File: src/design/olist_pkg.sv
// olist_pkg: shared types and constants for the ordered list store
// holds beat structs, command and status codes, controller states and
// the command and status bundles between controller and datapath
`default_nettype none

package olist_pkg;

    // store geometry
    localparam int CAPACITY = 16;
    localparam int IDX_W    = (CAPACITY > 1) ? $clog2(CAPACITY) : 1;
    localparam int CNT_W    = $clog2(CAPACITY + 1);
    localparam int VAL_W    = 32;
    localparam int ECNT_W   = 5;

    // command codes
    localparam logic [1:0] CMD_APPEND  = 2'd0;
    localparam logic [1:0] CMD_REMOVE  = 2'd1;
    localparam logic [1:0] CMD_POP     = 2'd2;

    // status codes
    localparam logic [1:0] STAT_OK        = 2'd0;
    localparam logic [1:0] STAT_FULL      = 2'd1;
    localparam logic [1:0] STAT_NOT_FOUND = 2'd2;
    localparam logic [1:0] STAT_EMPTY     = 2'd3;

    // input beat
    typedef struct packed {
        logic [1:0]              command;
        logic signed [VAL_W-1:0] item_value;
    } t_in_beat;

    // result beat
    typedef struct packed {
        logic [1:0]              status;
        logic signed [VAL_W-1:0] removed_value;
        logic [ECNT_W-1:0]       entry_count;
    } t_out_beat;

    // controller states
    typedef enum logic [2:0] {
        S_IDLE,
        S_DISPATCH,
        S_SRCH_RD,
        S_SRCH_CMP,
        S_SHIFT_RD,
        S_SHIFT_WR,
        S_POP_FIN
    } t_state;

    // read address select
    typedef enum logic [1:0] {
        RD_IDX,
        RD_NEXT,
        RD_LAST
    } t_rd_sel;

    // write address and data select
    typedef enum logic {
        WR_APPEND,
        WR_SHIFT
    } t_wr_sel;

    // removed value select for the result
    typedef enum logic [1:0] {
        RES_ZERO,
        RES_VAL,
        RES_RD
    } t_res_sel;

    // controller to datapath
    typedef struct packed {
        logic       load;
        logic       rd_en;
        t_rd_sel    rd_sel;
        logic       wr_en;
        t_wr_sel    wr_sel;
        logic       idx_inc;
        logic       cnt_inc;
        logic       cnt_dec;
        logic       finish;
        logic [1:0] fin_status;
        t_res_sel   res_sel;
    } t_dp_cmd;

    // datapath to controller
    typedef struct packed {
        logic [1:0] cmd;
        logic       full;
        logic       empty;
        logic       match;
        logic       idx_last;
    } t_dp_stat;

endpackage

`default_nettype wire

File: src/design/olist_ctrl.sv
// olist_ctrl: command sequencer for the ordered list store
// walks search and gap closing one entry at a time; uses olist_pkg
`default_nettype none

module olist_ctrl (
    input  wire                 i_clk,
    input  wire                 i_rst_n,
    input  wire                 start,
    input  olist_pkg::t_dp_stat i_stat,
    output logic                busy,
    output olist_pkg::t_dp_cmd  o_cmd
);
    import olist_pkg::*;

    t_state r_state;
    t_state n_state;

    // state register
    always_ff @(posedge i_clk) begin
        if (!i_rst_n) begin
            r_state <= S_IDLE;
        end else begin
            r_state <= n_state;
        end
    end

    // next state
    always_comb begin
        n_state = r_state;
        unique case (r_state)
            S_IDLE: begin
                if (start) begin
                    n_state = S_DISPATCH;
                end
            end
            S_DISPATCH: begin
                n_state = S_IDLE;
                if (i_stat.cmd == CMD_REMOVE && !i_stat.empty) begin
                    n_state = S_SRCH_RD;
                end else if (i_stat.cmd == CMD_POP && !i_stat.empty) begin
                    n_state = S_POP_FIN;
                end
            end
            S_SRCH_RD:  n_state = S_SRCH_CMP;
            S_SRCH_CMP: begin
                if (i_stat.match) begin
                    n_state = S_SHIFT_RD;
                end else if (i_stat.idx_last) begin
                    n_state = S_IDLE;
                end else begin
                    n_state = S_SRCH_RD;
                end
            end
            S_SHIFT_RD: n_state = i_stat.idx_last ? S_IDLE : S_SHIFT_WR;
            S_SHIFT_WR: n_state = S_SHIFT_RD;
            S_POP_FIN:  n_state = S_IDLE;
            default:    n_state = S_IDLE;
        endcase
    end

    // datapath commands
    always_comb begin
        o_cmd            = '0;
        o_cmd.rd_sel     = RD_IDX;
        o_cmd.wr_sel     = WR_APPEND;
        o_cmd.fin_status = STAT_OK;
        o_cmd.res_sel    = RES_ZERO;
        unique case (r_state)
            S_IDLE: begin
                o_cmd.load = start;
            end
            S_DISPATCH: begin
                unique case (i_stat.cmd)
                    CMD_APPEND: begin
                        o_cmd.finish = 1'b1;
                        if (i_stat.full) begin
                            o_cmd.fin_status = STAT_FULL;
                        end else begin
                            o_cmd.wr_en   = 1'b1;
                            o_cmd.cnt_inc = 1'b1;
                        end
                    end
                    CMD_REMOVE: begin
                        if (i_stat.empty) begin
                            o_cmd.finish     = 1'b1;
                            o_cmd.fin_status = STAT_NOT_FOUND;
                        end
                    end
                    CMD_POP: begin
                        if (i_stat.empty) begin
                            o_cmd.finish     = 1'b1;
                            o_cmd.fin_status = STAT_EMPTY;
                        end else begin
                            o_cmd.rd_en  = 1'b1;
                            o_cmd.rd_sel = RD_LAST;
                        end
                    end
                    default: begin
                        o_cmd.finish = 1'b1;
                    end
                endcase
            end
            S_SRCH_RD: begin
                o_cmd.rd_en = 1'b1;
            end
            S_SRCH_CMP: begin
                if (!i_stat.match) begin
                    if (i_stat.idx_last) begin
                        o_cmd.finish     = 1'b1;
                        o_cmd.fin_status = STAT_NOT_FOUND;
                    end else begin
                        o_cmd.idx_inc = 1'b1;
                    end
                end
            end
            S_SHIFT_RD: begin
                if (i_stat.idx_last) begin
                    o_cmd.cnt_dec = 1'b1;
                    o_cmd.finish  = 1'b1;
                    o_cmd.res_sel = RES_VAL;
                end else begin
                    o_cmd.rd_en  = 1'b1;
                    o_cmd.rd_sel = RD_NEXT;
                end
            end
            S_SHIFT_WR: begin
                o_cmd.wr_en   = 1'b1;
                o_cmd.wr_sel  = WR_SHIFT;
                o_cmd.idx_inc = 1'b1;
            end
            S_POP_FIN: begin
                o_cmd.cnt_dec = 1'b1;
                o_cmd.finish  = 1'b1;
                o_cmd.res_sel = RES_RD;
            end
            default: begin
                o_cmd.load = 1'b0;
            end
        endcase
    end

    assign busy = (r_state != S_IDLE);

endmodule

`default_nettype wire

File: src/design/olist_dp.sv
// olist_dp: entry memory, fill count, walk index and result register
// driven by olist_ctrl through command and status bundles; uses olist_pkg
`default_nettype none

module olist_dp (
    input  wire                  i_clk,
    input  wire                  i_rst_n,
    input  olist_pkg::t_in_beat  i_in,
    input  olist_pkg::t_dp_cmd   i_cmd,
    output olist_pkg::t_dp_stat  o_stat,
    output logic                 o_done,
    output olist_pkg::t_out_beat o_out
);
    import olist_pkg::*;

    logic [VAL_W-1:0] r_mem [CAPACITY];

    logic [1:0]       r_cmd;
    logic [VAL_W-1:0] r_val;
    logic [IDX_W-1:0] r_idx;
    logic [IDX_W-1:0] n_idx;
    logic [CNT_W-1:0] r_count;
    logic [CNT_W-1:0] n_count;
    logic [VAL_W-1:0] r_rd_data;
    logic             r_done;
    t_out_beat        r_out;
    t_out_beat        n_out;

    logic [IDX_W-1:0] rd_addr;
    logic [IDX_W-1:0] wr_addr;
    logic [VAL_W-1:0] wr_data;
    logic [CNT_W-1:0] idx_next;

    assign idx_next = CNT_W'(r_idx) + CNT_W'(1);

    // beat capture
    always_ff @(posedge i_clk) begin
        if (i_cmd.load) begin
            r_cmd <= i_in.command;
            r_val <= i_in.item_value;
        end
    end

    // walk index and fill count
    always_comb begin
        n_idx = r_idx;
        if (i_cmd.load) begin
            n_idx = '0;
        end else if (i_cmd.idx_inc) begin
            n_idx = idx_next[IDX_W-1:0];
        end
        n_count = r_count;
        if (i_cmd.cnt_inc) begin
            n_count = r_count + CNT_W'(1);
        end else if (i_cmd.cnt_dec) begin
            n_count = r_count - CNT_W'(1);
        end
    end

    always_ff @(posedge i_clk) begin
        r_idx <= n_idx;
        if (!i_rst_n) begin
            r_count <= '0;
        end else begin
            r_count <= n_count;
        end
    end

    // memory addresses and write data
    always_comb begin
        unique case (i_cmd.rd_sel)
            RD_IDX:  rd_addr = r_idx;
            RD_NEXT: rd_addr = idx_next[IDX_W-1:0];
            RD_LAST: rd_addr = IDX_W'(r_count - CNT_W'(1));
            default: rd_addr = r_idx;
        endcase
        if (i_cmd.wr_sel == WR_SHIFT) begin
            wr_addr = r_idx;
            wr_data = r_rd_data;
        end else begin
            wr_addr = IDX_W'(r_count);
            wr_data = r_val;
        end
    end

    // entry memory, registered read
    always_ff @(posedge i_clk) begin
        if (i_cmd.wr_en) begin
            r_mem[wr_addr] <= wr_data;
        end
        if (i_cmd.rd_en) begin
            r_rd_data <= r_mem[rd_addr];
        end
    end

    // status to controller
    always_comb begin
        o_stat.cmd      = r_cmd;
        o_stat.full     = (r_count >= CNT_W'(CAPACITY));
        o_stat.empty    = (r_count == '0);
        o_stat.match    = (r_rd_data == r_val);
        o_stat.idx_last = (idx_next >= r_count);
    end

    // result beat
    always_comb begin
        n_out.status      = i_cmd.fin_status;
        n_out.entry_count = ECNT_W'(n_count);
        case (i_cmd.res_sel)
            RES_VAL: n_out.removed_value = r_val;
            RES_RD:  n_out.removed_value = r_rd_data;
            default: n_out.removed_value = '0;
        endcase
    end

    always_ff @(posedge i_clk) begin
        if (i_cmd.finish) begin
            r_out <= n_out;
        end
        if (!i_rst_n) begin
            r_done <= 1'b0;
        end else begin
            r_done <= i_cmd.finish;
        end
    end

    assign o_done = r_done;
    assign o_out  = r_out;

endmodule

`default_nettype wire

File: src/design/ordered_list_store.sv
// Ordered list store: keeps up to CAPACITY (16) signed 32-bit values in
// insertion order and takes one command at a time: append at the tail,
// remove the first entry equal to a value and close the gap, or pop the
// tail. A command is taken when start is high and busy is low; its single
// result beat appears on o_out for exactly one cycle with o_done high, and
// the receiver cannot stall it. Append, unknown commands, and a remove or
// pop on an empty store finish straight from dispatch; a pop otherwise
// first reads the tail entry. Remove-value walks the entries from the head,
// a read and then a compare per entry, and on a match closes the gap one
// entry at a time, reading the next entry and writing it one place toward
// the head, on the entry memory with its separate read and write ports and
// its registered read. busy drops in the cycle the result is shown, so the
// next command can be taken then. The store needs no clearing after reset.
`default_nettype none

module ordered_list_store (
    input  wire                  i_clk,
    input  wire                  i_rst_n,
    input  wire                  start,
    input  olist_pkg::t_in_beat  i_in,
    output logic                 busy,
    output logic                 o_done,
    output olist_pkg::t_out_beat o_out
);
    import olist_pkg::*;

    t_dp_cmd  dp_cmd;
    t_dp_stat dp_stat;

    // command sequencer
    olist_ctrl u_ctrl (
        .i_clk   (i_clk),
        .i_rst_n (i_rst_n),
        .start   (start),
        .i_stat  (dp_stat),
        .busy    (busy),
        .o_cmd   (dp_cmd)
    );

    // storage and result register
    olist_dp u_dp (
        .i_clk   (i_clk),
        .i_rst_n (i_rst_n),
        .i_in    (i_in),
        .i_cmd   (dp_cmd),
        .o_stat  (dp_stat),
        .o_done  (o_done),
        .o_out   (o_out)
    );

`ifndef SYNTH
    // count never goes past the capacity
    a_count_bound: assert property (@(posedge i_clk) disable iff (!i_rst_n)
        o_done |-> (o_out.entry_count <= ECNT_W'(CAPACITY)))
        else $error("entry count above capacity");

    // a full report only comes with a full store
    a_full_count: assert property (@(posedge i_clk) disable iff (!i_rst_n)
        (o_done && o_out.status == STAT_FULL) |-> (o_out.entry_count == ECNT_W'(CAPACITY)))
        else $error("full status with store not full");

    // an accepted command holds busy on the next cycle
    a_accept_busy: assert property (@(posedge i_clk) disable iff (!i_rst_n)
        (start && !busy) |=> busy)
        else $error("busy not raised after accept");

    // a result beat shows only once the sequencer is back in idle, never twice in a row
    a_done_idle: assert property (@(posedge i_clk) disable iff (!i_rst_n)
        o_done |-> (!busy && !$past(o_done)))
        else $error("result beat while busy or repeated");
`endif

endmodule

`default_nettype wire
File: config.mk
export PLATFORM = sky130hd
export DESIGN_NAME = ordered_list_store
export DESIGN_NICKNAME = d
export VERILOG_FILES = /design/src/design/olist_pkg.sv /design/src/design/olist_ctrl.sv /design/src/design/olist_dp.sv /design/src/design/ordered_list_store.sv
export SDC_FILE = /design/constraint.sdc
export NUM_CORES = 1
export LEC_CHECK = 0
export BUFFER_PORTS_ARGS = -buffer_cell sky130_fd_sc_hd__buf_2
export CELL_PAD_IN_SITES_DETAIL_PLACEMENT = 0
export CELL_PAD_IN_SITES_GLOBAL_PLACEMENT = 1
export CORE_AREA = 2 2 291 293
export CTS_CLUSTER_DIAMETER = 100
export DETAILED_ROUTE_END_ITERATION = 16
export DIE_AREA = 0 0 293 295
export PLACE_DENSITY_LB_ADDON = 0.1
export SETUP_SLACK_MARGIN = 0.4
export SLEW_MARGIN = 10
export SYNTH_ARGS = -nofsm -noshare
export SYNTH_HDL_FRONTEND = slang
export SYNTH_SLANG_ARGS = --single-unit
File: constraint.sdc
create_clock -name i_clk -period 4.75 [get_ports i_clk]
set_input_delay 1.425 -clock i_clk [delete_from_list [all_inputs] [get_ports i_clk]]
set_output_delay 1.425 -clock i_clk [all_outputs]
set_load 0.005 [all_outputs]
==> summary.txt <==
STA
  – Final setup vio count: 0
  – Slew HR: 17.4%
  – Maximum clock frequency: 245 MHz
  – Final period util: 85.8%
  – Pins over their slew limit: 0
  – Final Critical Period: 4080 ps
  – Hold Vio Cnt, Final: 0
  – Worst clock skew: 23.9 ps
  – Unrepaired setup endpoints after global routing: no
  – Hold_ws: 547 ps
  – Setup TNS: 0 ps
  – Worst slew pin tran: 1230 ps

Floorplanning
  – Die ar.: 86,400 um^2
  – Die W: 293 um
  – # IOs: 78
  – Die Ht: 295 um
  – Number of placement rows: 106
  – Starting Density: 29.9%
  – Core area: 83,200 um^2

Layout
  – N_diodes: 0
  – Fraction of final layout cells sized beyond drive strength 1: 27.3%
  – Final #Nets: 1,511
  – FILL cells: 7,740
  – Final instance area: 29,600 um^2
  – Area grow syn2layout: 19.3%

Detailed routing
  – DR DRC count: 0
  – Drt initial violations: 1,244
  – Drt pass-1 iters: 5
  – Post-Route WL: 75,200 um
  – Detail Route Antenna Nets: 0
  – Vias/cell: 4.99
  – Total number of vias: 12.9k
  – Per-cell routed wire length: 29.0 um

Global route
  – Initial antenna violation count: 0
  – Vias in the first global route: 13.4k
  – Largest net degree at the start of global routing: 86
  – Overflow after GRT: 0
  – First-pass GRT wire length: 104,000 um
  – GRT Total Usage: 17.3%

Synth
  – Syn Area/Cell: 19.1 um^2
  – Mapped Area: 24,800 um^2
  – Count of cell types in the netlist: 47
  – Post-synth EDFFs: 617
  – Syn Inst Count: 1,303
  – Dominant cells by area after synthesis: edfxtp_1, mux4_2, a22oi_1, nand2_1, xor2_1
  – Cell taking the most area after synthesis: edfxtp_1
  – Seq/Total Area, Yosys: 75.6%
  – Ys flop type: edfxtp_1
  – #FFs+latches synth: 630
  – Async SR Flop Fraction: 0%
  – Top-area cell type share of the netlist area: 74.6%
  – Synthesized Nets: 1,357
  – Synth warn: 0

Power
  – VDD IR max: 210 uV
  – Static Leak: 9.70 nW
  – Power per cell area: 403 nW/um^2

Hold path
  – Hold/Removal Path Class: reg2reg

Clocking
  – Clk slew on worst S/H paths: 60 ps
  – Htree depth: 3
  – Clock Path Buffers: 3
  – Cts hold-fix bufs: 0
  – Worst-Skew Late Latency: 620 ps
  – Root Buffer: clkbuf_16
  – CTS Buf Count: 73
  – CTS tree: done
  – CTS sink count: 630

Critical path
  – Crit-path cells: ha_4 > xor2_1 > ha_1 > a21oi_1 > o21ai_1 > a31oi_1 > nand2_1 > nor2_2 > ha_2 > or4b_1 > o211ai_1 > nor2_4 > buf_12 > a22oi_1 > nand2_1
  – Crit start category: register
  – Worst Path Max Fanout: 21
  – Crit path kind: reg2reg
  – Max incr delay on CP: 550 ps
  – Cell mode on critical path: nand2_1
  – WP data required: 5090 ps
  – CP Capture Type: register
  – CP arrival: 4420 ps
  – Crit-path slowest cell: or4b_1

Run
  – Max Cap Viol: 0

Placed design
  – GPL Wtd Cong: 0.734
  – Port Buffers: 77
  – Placed standard-cell area: 27,100 um^2
  – Dpl hpwl: 40,000 um

Status
  – Status: completed
-- cell usage in the layout, fill, tap and decap left out, types with 4 or more instances in the layout --
cell / synthesis / routed
edfxtp_1: 617 / 617
nand2_1: 141 / 141
mux4_2: 128 / 128
a22oi_1: 97 / 97
clkbuf_16: 0 / 78
buf_2: 9 / 77
nor2_1: 62 / 43
buf_4: 0 / 39
xor2_1: 34 / 34
buf_12: 0 / 23
clkbuf_1: 39 / 21
nor2_4: 0 / 20
inv_1: 16 / 15
clkinv_2: 0 / 13
ha_1: 17 / 12
o21ai_0: 13 / 11
clkinv_1: 0 / 11
dfxtp_1: 13 / 10
nor4_1: 9 / 9
nor3_1: 7 / 7
a31oi_1: 7 / 7
a21oi_1: 7 / 6
and2_1: 6 / 6
nand3_1: 6 / 5
nand4_1: 5 / 5
xnor2_1: 5 / 5
bufinv_16: 0 / 5
nor2b_1: 4 / 4
and3_1: 5 / 4
ha_2: 0 / 4
-- flip-flops by register name, indices dropped and copies added (netlist names) --
signal and cells:
u_ctrl.r_state 3, u_dp.o_done 1, u_dp.r_rd_data 32, u_dp.o_out 39, u_dp.r_val 32, u_dp.r_count 5
u_dp.r_cmd 2, u_dp.r_idx 4, u_dp.r_mem 512
-- metal layers --
| metal | GRT usage, % | vias to the layer above | routed length, um |
|---|---|---|---|
| met4 | 4.19 | 0 | 1290 |
| met1 | 24.7 | 6981 | 34900 |
| met5 | 0 | - | 0 |
| met2 | 28.1 | 310 | 35800 |
| met3 | 2.47 | 85 | 3210 |
| li1 | - | 5573 | - |
-- metrics by stage --
| step | worst slack (ps) | total power [mW] | utilization (%) | std cells |
|---|---|---|---|---|
| after CTS | 457 | 12.1 | 35.4 | 2580 |
| after detailed placement | 245 | 6.58 | 32.5 | 2446 |
| final | 674 | 11.9 | 35.6 | 2593 |
| after floorplan | 833 | 6.43 | - | 1303 |
| after global routing | 430 | 12.3 | 35.6 | 2593 |
| after global placement | 374 | 6.58 | 32.5 | 2446 |
-- layout make-up --
| class | instances | area, um^2 | area share [%] |
|---|---|---|---|
| flip-flops and latches | 630 | 18800 | 63.4 |
| multi-input cells | 589 | 5840 | 19.7 |
| clock buffers | 97 | 1980 | 6.68 |
| well taps | 1080 | 1350 | 4.56 |
| repair buffers | 145 | 1270 | 4.27 |
| clock inverters | 34 | 334 | 1.13 |
| inverters | 18 | 67.6 | 0.228 |
-- Yosys cell counts (13+ instances only) --
library cell and number:
xor2_1 34, clkbuf_1 39, mux4_2 128, o21ai_0 13
a22oi_1 97, ha_1 17, dfxtp_1 13, inv_1 16
buf_6 14, nor2_1 62, nand2_1 141, edfxtp_1 617
-- logic make-up after synthesis --
logic type,Yosys count,share of synthesized area [%]
buffers and inverters,84,1.74
AND/OR/NAND/NOR,254,4.32
multiplexers,130,11.7
flip-flops,630,75.6
AO/OA/AOI/OAI,149,4.38
XOR/XNOR,39,1.38
adder cells (fa/ha/maj),17,0.856
-- power by group --
group	switching [mW]	leakage [nW]	internal (mW)	total, mW
clock network	2.25	1.13	3.22	5.47
logic	0.185	2.86	0.0750	0.260
registers	0.0352	5.71	6.17	6.20
total	2.47	9.70	9.46	11.9
-- timing repair --
action,4_1_cts,5_1_grt
gates cloned,0,3
endpoints found under the setup margin,32,32
resized for setup,4,9
buffers inserted,3,10
pin swaps,2,2
-- path summary, 6_finish.rpt --
kind,from,end,slack [ps],cells after the start
setup / recovery,u_dp.r_idx[0],u_dp.r_rd_data[18],670,15
hold / removal,u_dp.r_idx[0],u_dp.r_idx[0],550,2
setup reg to reg,u_dp.r_idx[0],u_dp.r_rd_data[18],670,15
hold reg to reg,u_dp.r_idx[0],u_dp.r_idx[0],550,2
-- worst max-delay path, delay by kind of cell (launching register included) --
| kind | cells | cell delay [ps] |
|---|---|---|
| XOR/XNOR | 1 | 150 |
| adder cells (fa/ha/maj) | 3 | 810 |
| AO/OA/AOI/OAI | 5 | 960 |
| buffers and inverters | 1 | 270 |
| AND/OR/NAND/NOR | 5 | 1160 |
| flip-flops | 1 | 410 |
No activity file was read; power rests on OpenSTA's default activity.
